$ cat src/rtl/rmth_pkg.sv
// Package for the running median core: shared constants, types and helpers.
// No dependencies.
`default_nettype none
package rmth_pkg;
   localparam int DefaultCapacity = 1024;
   localparam int SampleWidth = 32;
   localparam int MedianWidth = 33;
   localparam int CountWidth = 11;

   // Which heap an operation works on.
   typedef enum logic {
      HEAP_LOWER = 1'b0,
      HEAP_UPPER = 1'b1
   } heap_sel_type;

   // Insertion plan made by the front part.
   typedef enum logic [1:0] {
      PLAN_DROP      = 2'd0,
      PLAN_PUSH      = 2'd1,
      PLAN_MOVE_PUSH = 2'd2
   } plan_type;

   // Back-part sequencer states.
   typedef enum logic [3:0] {
      ST_IDLE,
      ST_DOWN_RDL,
      ST_DOWN_RDR,
      ST_DOWN_CMP,
      ST_DOWN_WR,
      ST_UP_RD,
      ST_UP_CMP,
      ST_UP_WR,
      ST_REPORT
   } state_type;

   // One classified item passed from front to back.
   typedef struct packed {
      plan_type     plan;
      heap_sel_type dst;
      logic [SampleWidth-1:0] sample;
   } job_type;

   // true if a belongs above b (max-heap for the lower half)
   function automatic logic heap_before(heap_sel_type h, logic signed [SampleWidth-1:0] a,
                                        logic signed [SampleWidth-1:0] b);
      heap_before = (h == HEAP_LOWER) ? (a > b) : (a < b);
   endfunction
endpackage
`default_nettype wire

$ cat src/rtl/rmth_front.sv
// Front part: accepts samples, classifies them against the heap tops, queues jobs.
// Depends on rmth_pkg.
`default_nettype none
module rmth_front import rmth_pkg::*; #(
   parameter int Capacity = DefaultCapacity,
   parameter int SizeWidth = $clog2(Capacity + 1)
) (
   input  wire logic                   clock,
   input  wire logic                   reset,
   input  wire logic                   req_valid,
   output logic                        req_ready,
   input  wire logic [SampleWidth-1:0] req_sample,
   // heap view from the back part, valid while it is idle
   input  wire logic                   back_idle,
   input  wire logic [SizeWidth-1:0]   lower_size,
   input  wire logic [SizeWidth-1:0]   upper_size,
   input  wire logic [SampleWidth-1:0] lower_top,
   input  wire logic [SampleWidth-1:0] upper_top,
   output logic                        job_valid,
   input  wire logic                   job_ready,
   output job_type                     job
);
   // Two-entry job queue; a new item is classified only once the back part
   // has settled the previous one, since the plan depends on its result.
   job_type          q_ff [2];
   job_type          q_in [2];
   logic [1:0]       cnt_ff, cnt_in;
   logic             busy_ff, busy_in;
   logic             rd_ptr_ff, rd_ptr_in, wr_ptr_ff, wr_ptr_in;
   job_type          cls;
   logic             push, pop;
   logic signed [SampleWidth-1:0] s, lt, ut;
   logic signed [MedianWidth:0] med2, s2;

   assign s  = req_sample;
   assign lt = lower_top;
   assign ut = upper_top;
   assign med2 = {{2{lt[SampleWidth-1]}}, lt} + {{2{ut[SampleWidth-1]}}, ut};
   assign s2   = {{1{s[SampleWidth-1]}}, s, 1'b0};

   // classify the sample
   always_comb begin
      cls.sample = req_sample;
      cls.plan   = PLAN_PUSH;
      cls.dst    = HEAP_LOWER;
      priority if ({1'b0, lower_size} + {1'b0, upper_size} >= (SizeWidth+1)'(Capacity)) begin
         cls.plan = PLAN_DROP;
      end else if (lower_size == '0) begin
         cls.dst = HEAP_LOWER;
      end else if (lower_size == upper_size) begin
         cls.dst = (s2 <= med2) ? HEAP_LOWER : HEAP_UPPER;
      end else if (lower_size < upper_size) begin
         if (s > ut) begin
            cls.plan = PLAN_MOVE_PUSH;
            cls.dst  = HEAP_UPPER;
         end
      end else begin
         cls.dst = HEAP_UPPER;
         if (s < lt) begin
            cls.plan = PLAN_MOVE_PUSH;
            cls.dst  = HEAP_LOWER;
         end
      end
   end

   assign req_ready = back_idle && !busy_ff && (cnt_ff == 2'd0);
   assign push      = req_valid && req_ready;
   assign job_valid = (cnt_ff != 2'd0);
   assign job       = q_ff[rd_ptr_ff];
   assign pop       = job_valid && job_ready;

   // advance queue pointers and track the item in flight
   always_comb begin
      q_in      = q_ff;
      wr_ptr_in = wr_ptr_ff;
      rd_ptr_in = rd_ptr_ff;
      cnt_in    = cnt_ff;
      busy_in   = busy_ff;
      if (push) begin
         q_in[wr_ptr_ff] = cls;
         wr_ptr_in       = ~wr_ptr_ff;
      end
      if (pop) rd_ptr_in = ~rd_ptr_ff;
      cnt_in = cnt_ff + 2'(push) - 2'(pop);
      if (pop) busy_in = 1'b1;
      else if (busy_ff && back_idle) busy_in = 1'b0;
   end

   always_ff @(posedge clock) begin
      q_ff <= q_in;
      if (reset) begin
         cnt_ff    <= '0;
         wr_ptr_ff <= 1'b0;
         rd_ptr_ff <= 1'b0;
         busy_ff   <= 1'b0;
      end else begin
         cnt_ff    <= cnt_in;
         wr_ptr_ff <= wr_ptr_in;
         rd_ptr_ff <= rd_ptr_in;
         busy_ff   <= busy_in;
      end
   end
endmodule
`default_nettype wire

$ cat config.mk
export PLATFORM = sky130hd
export DESIGN_NAME = rmth_front
export DESIGN_NICKNAME = d
export VERILOG_FILES = /design/src/rtl/rmth_pkg.sv /design/src/rtl/rmth_front.sv
export SDC_FILE = /design/constraint.sdc
export NUM_CORES = 1
export LEC_CHECK = 0
export ABC_AREA = 1
export BUFFER_PORTS_ARGS = -buffer_cell sky130_fd_sc_hd__buf_4
export CORE_MARGIN = 2
export CORE_UTILIZATION = 45
export CTS_CLUSTER_SIZE = 28
export DETAILED_ROUTE_END_ITERATION = 8
export GPL_TIMING_DRIVEN = 0
export PLACE_DENSITY_LB_ADDON = 0.3
export REMOVE_ABC_BUFFERS = 1
export SLEW_MARGIN = 20
export SYNTH_ARGS = -nofsm -noshare
export SYNTH_HDL_FRONTEND = slang
export SYNTH_SLANG_ARGS = --single-unit
$ cat constraint.sdc
create_clock -name clock -period 2.6 [get_ports clock]
set_input_delay 0.13 -clock clock [delete_from_list [all_inputs] [get_ports clock]]
set_output_delay 0.13 -clock clock [all_outputs]
set_load 0.01 [all_outputs]
==> impl_metrics.toml, run 1 <==
[clock_tree]
cts_sinks = 75
cts_tree = "yes"
cts.clk_slew.worst_paths_ps = 60
cts_root_buf = "clkbuf_16"
insertion_delay_ps = 350
cts_buffer_depth = 2
cts_made_buffers = 9
cts-htree-levels = 3

[pwr]
vdd_drop_max_v = 0.0003128
p_per_area_mw_per_mm2 = 528.2
p_leak_nw = 5.142

[place]
placedCellCount = 1379
hpwl_um = 16050
place_congestion = 0.9014
io_buffers = 159

[floorplan]
die-area_mm2 = 0.01819
die_y_um = 134.9
core_region_area_mm2 = 0.01664
start_util_pct = 46.32
rows = 47
die_x_um = 134.9
ioPinCount = 160

[synth]
synth_edf_count = 70
yosys-top-cells-area = "edfxtp_1, ha_1, nand2_1, inv_1, a21oi_1"
yosysMostFrequentCell = "nand2_1"
ys_types = 45
synth.yosys.warnings = 0
synth_common_cells = "nand2_1, ha_1, inv_1"
synth_flop_cell = "edfxtp_1"
synthCells = 1005
avgSynthCellArea_um2 = 7.670
synth_area_mm2 = 0.007709
synth.top_cell.area_share_pct = 27.27
synth_top_cell_by_area = "edfxtp_1"
yosys_register_bits = 75
yosysSeqAreaShare_pct = 28.57
async_reset_ff_share_pct = 0

[setup_path]
critical_path_required_ps = 2700
critPathMaxFanout = 4
critPathLaunch = "upper_top[0]"
rr_startpoint = "cnt_ff[1]"
cp_data_arrival_time_ps = 2890
reg2regPathDepth = 6
critPathCaptureType = "flop"
critPathLaunchType = "input port"
critPathKind = "in2reg"

[cells_and_area]
final_layout_size_suffix_gt1_share_pct = 22.55
final_net_count = 1473
instances_no_fill = 1422
syn_to_final_growth_pct = 30.95
multi_input_area_mm2 = 0.005231
antennaDiodeCount = 0
regArea_mm2 = 0.002203
n_fill_cell = 1462

[route]
route.detailed.drc = 0
via_count = 7219
drtAntennaViolNets = 0
wl_um = 20130
wl_met2_um = 10020
wl_per_cell_um = 14.15
wl_met3_um = 900
first_iter_violations = 347
route.layer.met1.wl_um = 8844
firstDrtPassIters = 6
vias_per_cell = 5.077
dr.max_layer_used = "met4"

[worst_hold_path]
worstHoldPathCells = 1
hp-class = "in2reg"
hp-start = "req_sample[11]"

[sta]
holdWs_ps = 8.063
relSlewSlack_pct = 45.47
period_share_pct = 107.4
rsz0062_at_grt = "yes"
finalSetupViolCount = 2
tightestPinTransition_ps = 817.9
clock.fmax_mhz = 358.0
hold_viol = 0
worst_slack_ps = -193.1
period_minus_slack_ps = 2793
skew_ps = 7.778
drv_slew = 0

[status]
failed_checks = "negative setup slack"
status = "finished with violations"

[global_route]
grt_overflow = 0
grt_max_degree = 38
grt_pass1_wl_um = 31910
grt_pass1_vias = 6917
grt_antenna_before_repair = 0
track_usage_pct = 21.99

[flow_run]
maxCapViolCount = 0
sequential cells by signal, summed over array words and instances (netlist names):
| register | count |
|---|---|
| q_ff | 70 |
| cnt_ff | 2 |
| busy_ff | 1 |
| rd_ptr_ff | 1 |
| wr_ptr_ff | 1 |
worst paths after layout:
kind	to	slack [ps]
setup / recovery	q_ff[67]	-190
hold / removal	q_ff[11]	8
setup reg to reg	q_ff[55]	560
hold reg to reg	busy_ff	490
per-layer routing:
layer	vias to the layer above	GRT usage, %
met4	0	8.012
li1	3738	-
met3	22	2.965
met1	3289	26.76
met5	-	0
met2	170	39.54
worst max-delay path, stage by stage:
cell and delay, ps:
buf_8 80, ha_4 130, inv_2 30, fa_2 370, o21ai_4 190, a21oi_4 100
o21ai_4 200, a21boi_4 110, o21bai_2 180, xnor2_1 140, ha_1 260, nand2_1 70
inv_1 30, o21ai_0 140, nand2_1 100, nor2_2 150, nand2_1 70, nand2_1 70
nand3_1 70, nand2_1 70, inv_1 40, nor2_1 80, nor2_1 60
what timing repair did:
action | 4_1_cts | 5_1_grt
endpoints found under the setup margin | 2 | 37
pin swaps | 21 | 30
gates resized for setup | 36 | 30
setup buffers | 7 | 9
hold buffers | 11 | 0
hold endpoints to repair | 24 | 0
placed cells by master, fill, tap and decap left out, types with 12 or more instances in the layout:
master / n
nand3_1: 19
nand4_1: 12
o21ai_0: 18
xnor2_1: 15
a21oi_2: 16
nand2_1: 276
inv_1: 144
nor2_1: 75
buf_4: 173
edfxtp_1: 70
a21oi_1: 62
ha_1: 139
xor2_1: 14
nand2_2: 12
cells by family after synthesis:
kind of cell,synth area share (%)
fa+ha+maj,25.03
buf+inv,7.791
simple gates,22.93
xor+xnor,3.295
compound gates,12.38
flops,28.57
cell type report:
cell class | count | area share (%)
clock inverter | 7 | 0.9172
sequential | 75 | 21.83
tap | 220 | 2.727
inverter | 153 | 5.714
clock buffer | 9 | 2.231
timing repair buffer | 188 | 14.76
multi-input combinational | 770 | 51.82
power breakdown:
| part | switching [mW] | leakage [nW] | internal [mW] |
|---|---|---|---|
| logic | 1.33 | 4.30 | 1.07 |
| clock network | 0.511 | 0.159 | 0.838 |
| registers | 0.0994 | 0.681 | 1.48 |
| total | 1.95 | 5.14 | 3.39 |
per-stage QoR:
step | area, um^2 | power, mW | setup TNS, ps | util, % | setup WS (ps)
finish | 10090 | 5.332 | -386.0 | 60.66 | -193.1
global route | 10090 | 5.699 | -737.7 | 60.66 | -371.8
global placement | 9151 | 3.744 | -111680 | 54.99 | -1178
detailed placement | 9224 | 3.825 | -1775 | 55.42 | -887.6
floorplan | 7682 | 2.901 | -24090 | - | -348.6
CTS | 9911 | 5.287 | -391.2 | 59.55 | -196.3
No activity file was read; power rests on OpenSTA's default activity.
==> run 2, diff against run 1 <==
MAX_ROUTING_LAYER = met4   (was default)
==> impl_metrics.toml, run 2 (same netlist as run 1, synthesis figures left out) <==
[status]
status = "finished with violations"
failed_checks = "negative setup slack"

[pwr]
p_per_area_mw_per_mm2 = 544.9
p_leak_nw = 5.180
power_mw = 5.564
vdd_drop_max_v = 0.0003632

[cells_and_area]
regMostFlops = "q_ff"
final_layout_size_suffix_gt1_share_pct = 23.17
final_net_count = 1475
reg_top3 = "q_ff x70, cnt_ff x2"
regArea_mm2 = 0.002203
final_area_mm2 = 0.01021
antennaDiodeCount = 0
instances_no_fill = 1424
largest_reg_flops = 70
n_fill_cell = 1457
mostFrequentLayoutCells = "nand2_1, buf_4, inv_1"
syn_to_final_growth_pct = 32.48
mostFrequentLayoutCell = "nand2_1"
multi_input_area_mm2 = 0.005275
fin_util_pct = 61.36

[sta]
fin_tns_setup_ps = -437.4
hold_viol = 0
tightestPinTransition_ps = 821.0
holdWs_ps = 3.982
period_minus_slack_ps = 2819
skew_ps = 5.740
worst_slack_ps = -219.4
period_share_pct = 108.4
relSlewSlack_pct = 45.26
rsz0062_at_grt = "yes"
clock.fmax_mhz = 354.7
finalSetupViolCount = 2
drv_slew = 0

[route]
firstDrtPassIters = 5
via_count = 7247
vias_per_cell = 5.089
wl_um = 20260
first_iter_violations = 319
wl_per_cell_um = 14.23
drtAntennaViolNets = 0
route.detailed.drc = 0

[floorplan]
core_region_area_mm2 = 0.01664
rows = 47
die-area_mm2 = 0.01819
die_y_um = 134.9
die_x_um = 134.9
start_util_pct = 46.32
ioPinCount = 160

[clock_tree]
cts_sinks = 75
cts.clk_slew.worst_paths_ps = 60
cts-htree-levels = 3
insertion_delay_ps = 350
cts_buffer_depth = 2
cts_root_buf = "clkbuf_16"
cts_made_buffers = 9
cts_tree = "yes"

[flow_run]
maxCapViolCount = 0

[global_route]
grt_antenna_before_repair = 0
met1_usage_pct = 26.80
grt_max_degree = 38
track_usage_pct = 23.05
use_met3_pct = 4.017
grt_pass1_vias = 7033
grt_pass1_wl_um = 32510
met2_usage_pct = 40.72
gr-max-usage-layer = "met2"
grt_overflow = 0

[place]
placedCellCount = 1379
pre_cts_slack_ps = -892.2
hpwl_um = 15940
place_congestion = 0.9109
dpl_cell_area_mm2 = 0.009224
io_buffers = 159

[setup_path]
critical_path_required_ps = 2710
cp_data_arrival_time_ps = 2930
critPathCaptureType = "flop"
critPathKind = "in2reg"
critPathLaunchType = "input port"
critPathMaxFanout = 3

[worst_hold_path]
hp-class = "in2reg"
## run 2: final timing paths
path / cells past startpoint / start / endpoint / slack [ps]
hold reg to reg: 2 / busy_ff / busy_ff / 480
setup reg to reg: 6 / cnt_ff[1] / q_ff[61] / 560
hold / removal: 1 / req_sample[20] / q_ff[55] / 4
setup / recovery: 23 / lower_top[0] / q_ff[32] / -220
## run 2: per-layer routing
| layer | part of all wire, % | vias to the layer above |
|---|---|---|
| li1 | - | 3740 |
| met1 | 44 | 3322 |
| met2 | 49 | 161 |
| met3 | 5.3 | 24 |
| met4 | 1.9 | 0 |
| met5 | 0 | - |
## run 2: cell type report
type	count	share of cell area (%)
Inverter	153	5.648
Clock buffer	10	2.242
Clock inverter	6	1.335
Timing Repair Buffer	190	14.85
Sequential cell	75	21.58
Multi-Input combinational cell	770	51.65
Tap cell	220	2.695
## run 2: timing repair
| item | 4_1_cts | 5_1_grt |
|---|---|---|
| pin swaps | 26 | 32 |
| hold buffers | 7 | 4 |
| setup buffers | 8 | 10 |
| setup endpoints to repair | 2 | 37 |
| endpoints found under the hold margin | 17 | 7 |
| resized for setup | 36 | 44 |
## run 2: report_power, final
group	switching [mW]	internal, mW
sequential	0.0982	1.48
clock	0.511	1.04
combinational	1.35	1.09
total	1.96	3.61
## run 2: critical path: stages
cell and delay [ps]:
buf_8 80, ha_4 130, inv_2 30, fa_2 370, o21ai_4 200, a21oi_4 110, o21ai_4 170, a21boi_2 80
o21ai_2 170, nand2_1 110, nand3b_1 110, nand2_2 80, ha_4 270, nand2_2 40, o21bai_2 200, a21oi_4 160
nor2_4 50, nand2_1 60, nand2_1 60, nand3_1 80, nand2_1 60, nor2_2 120, nor2_2 50
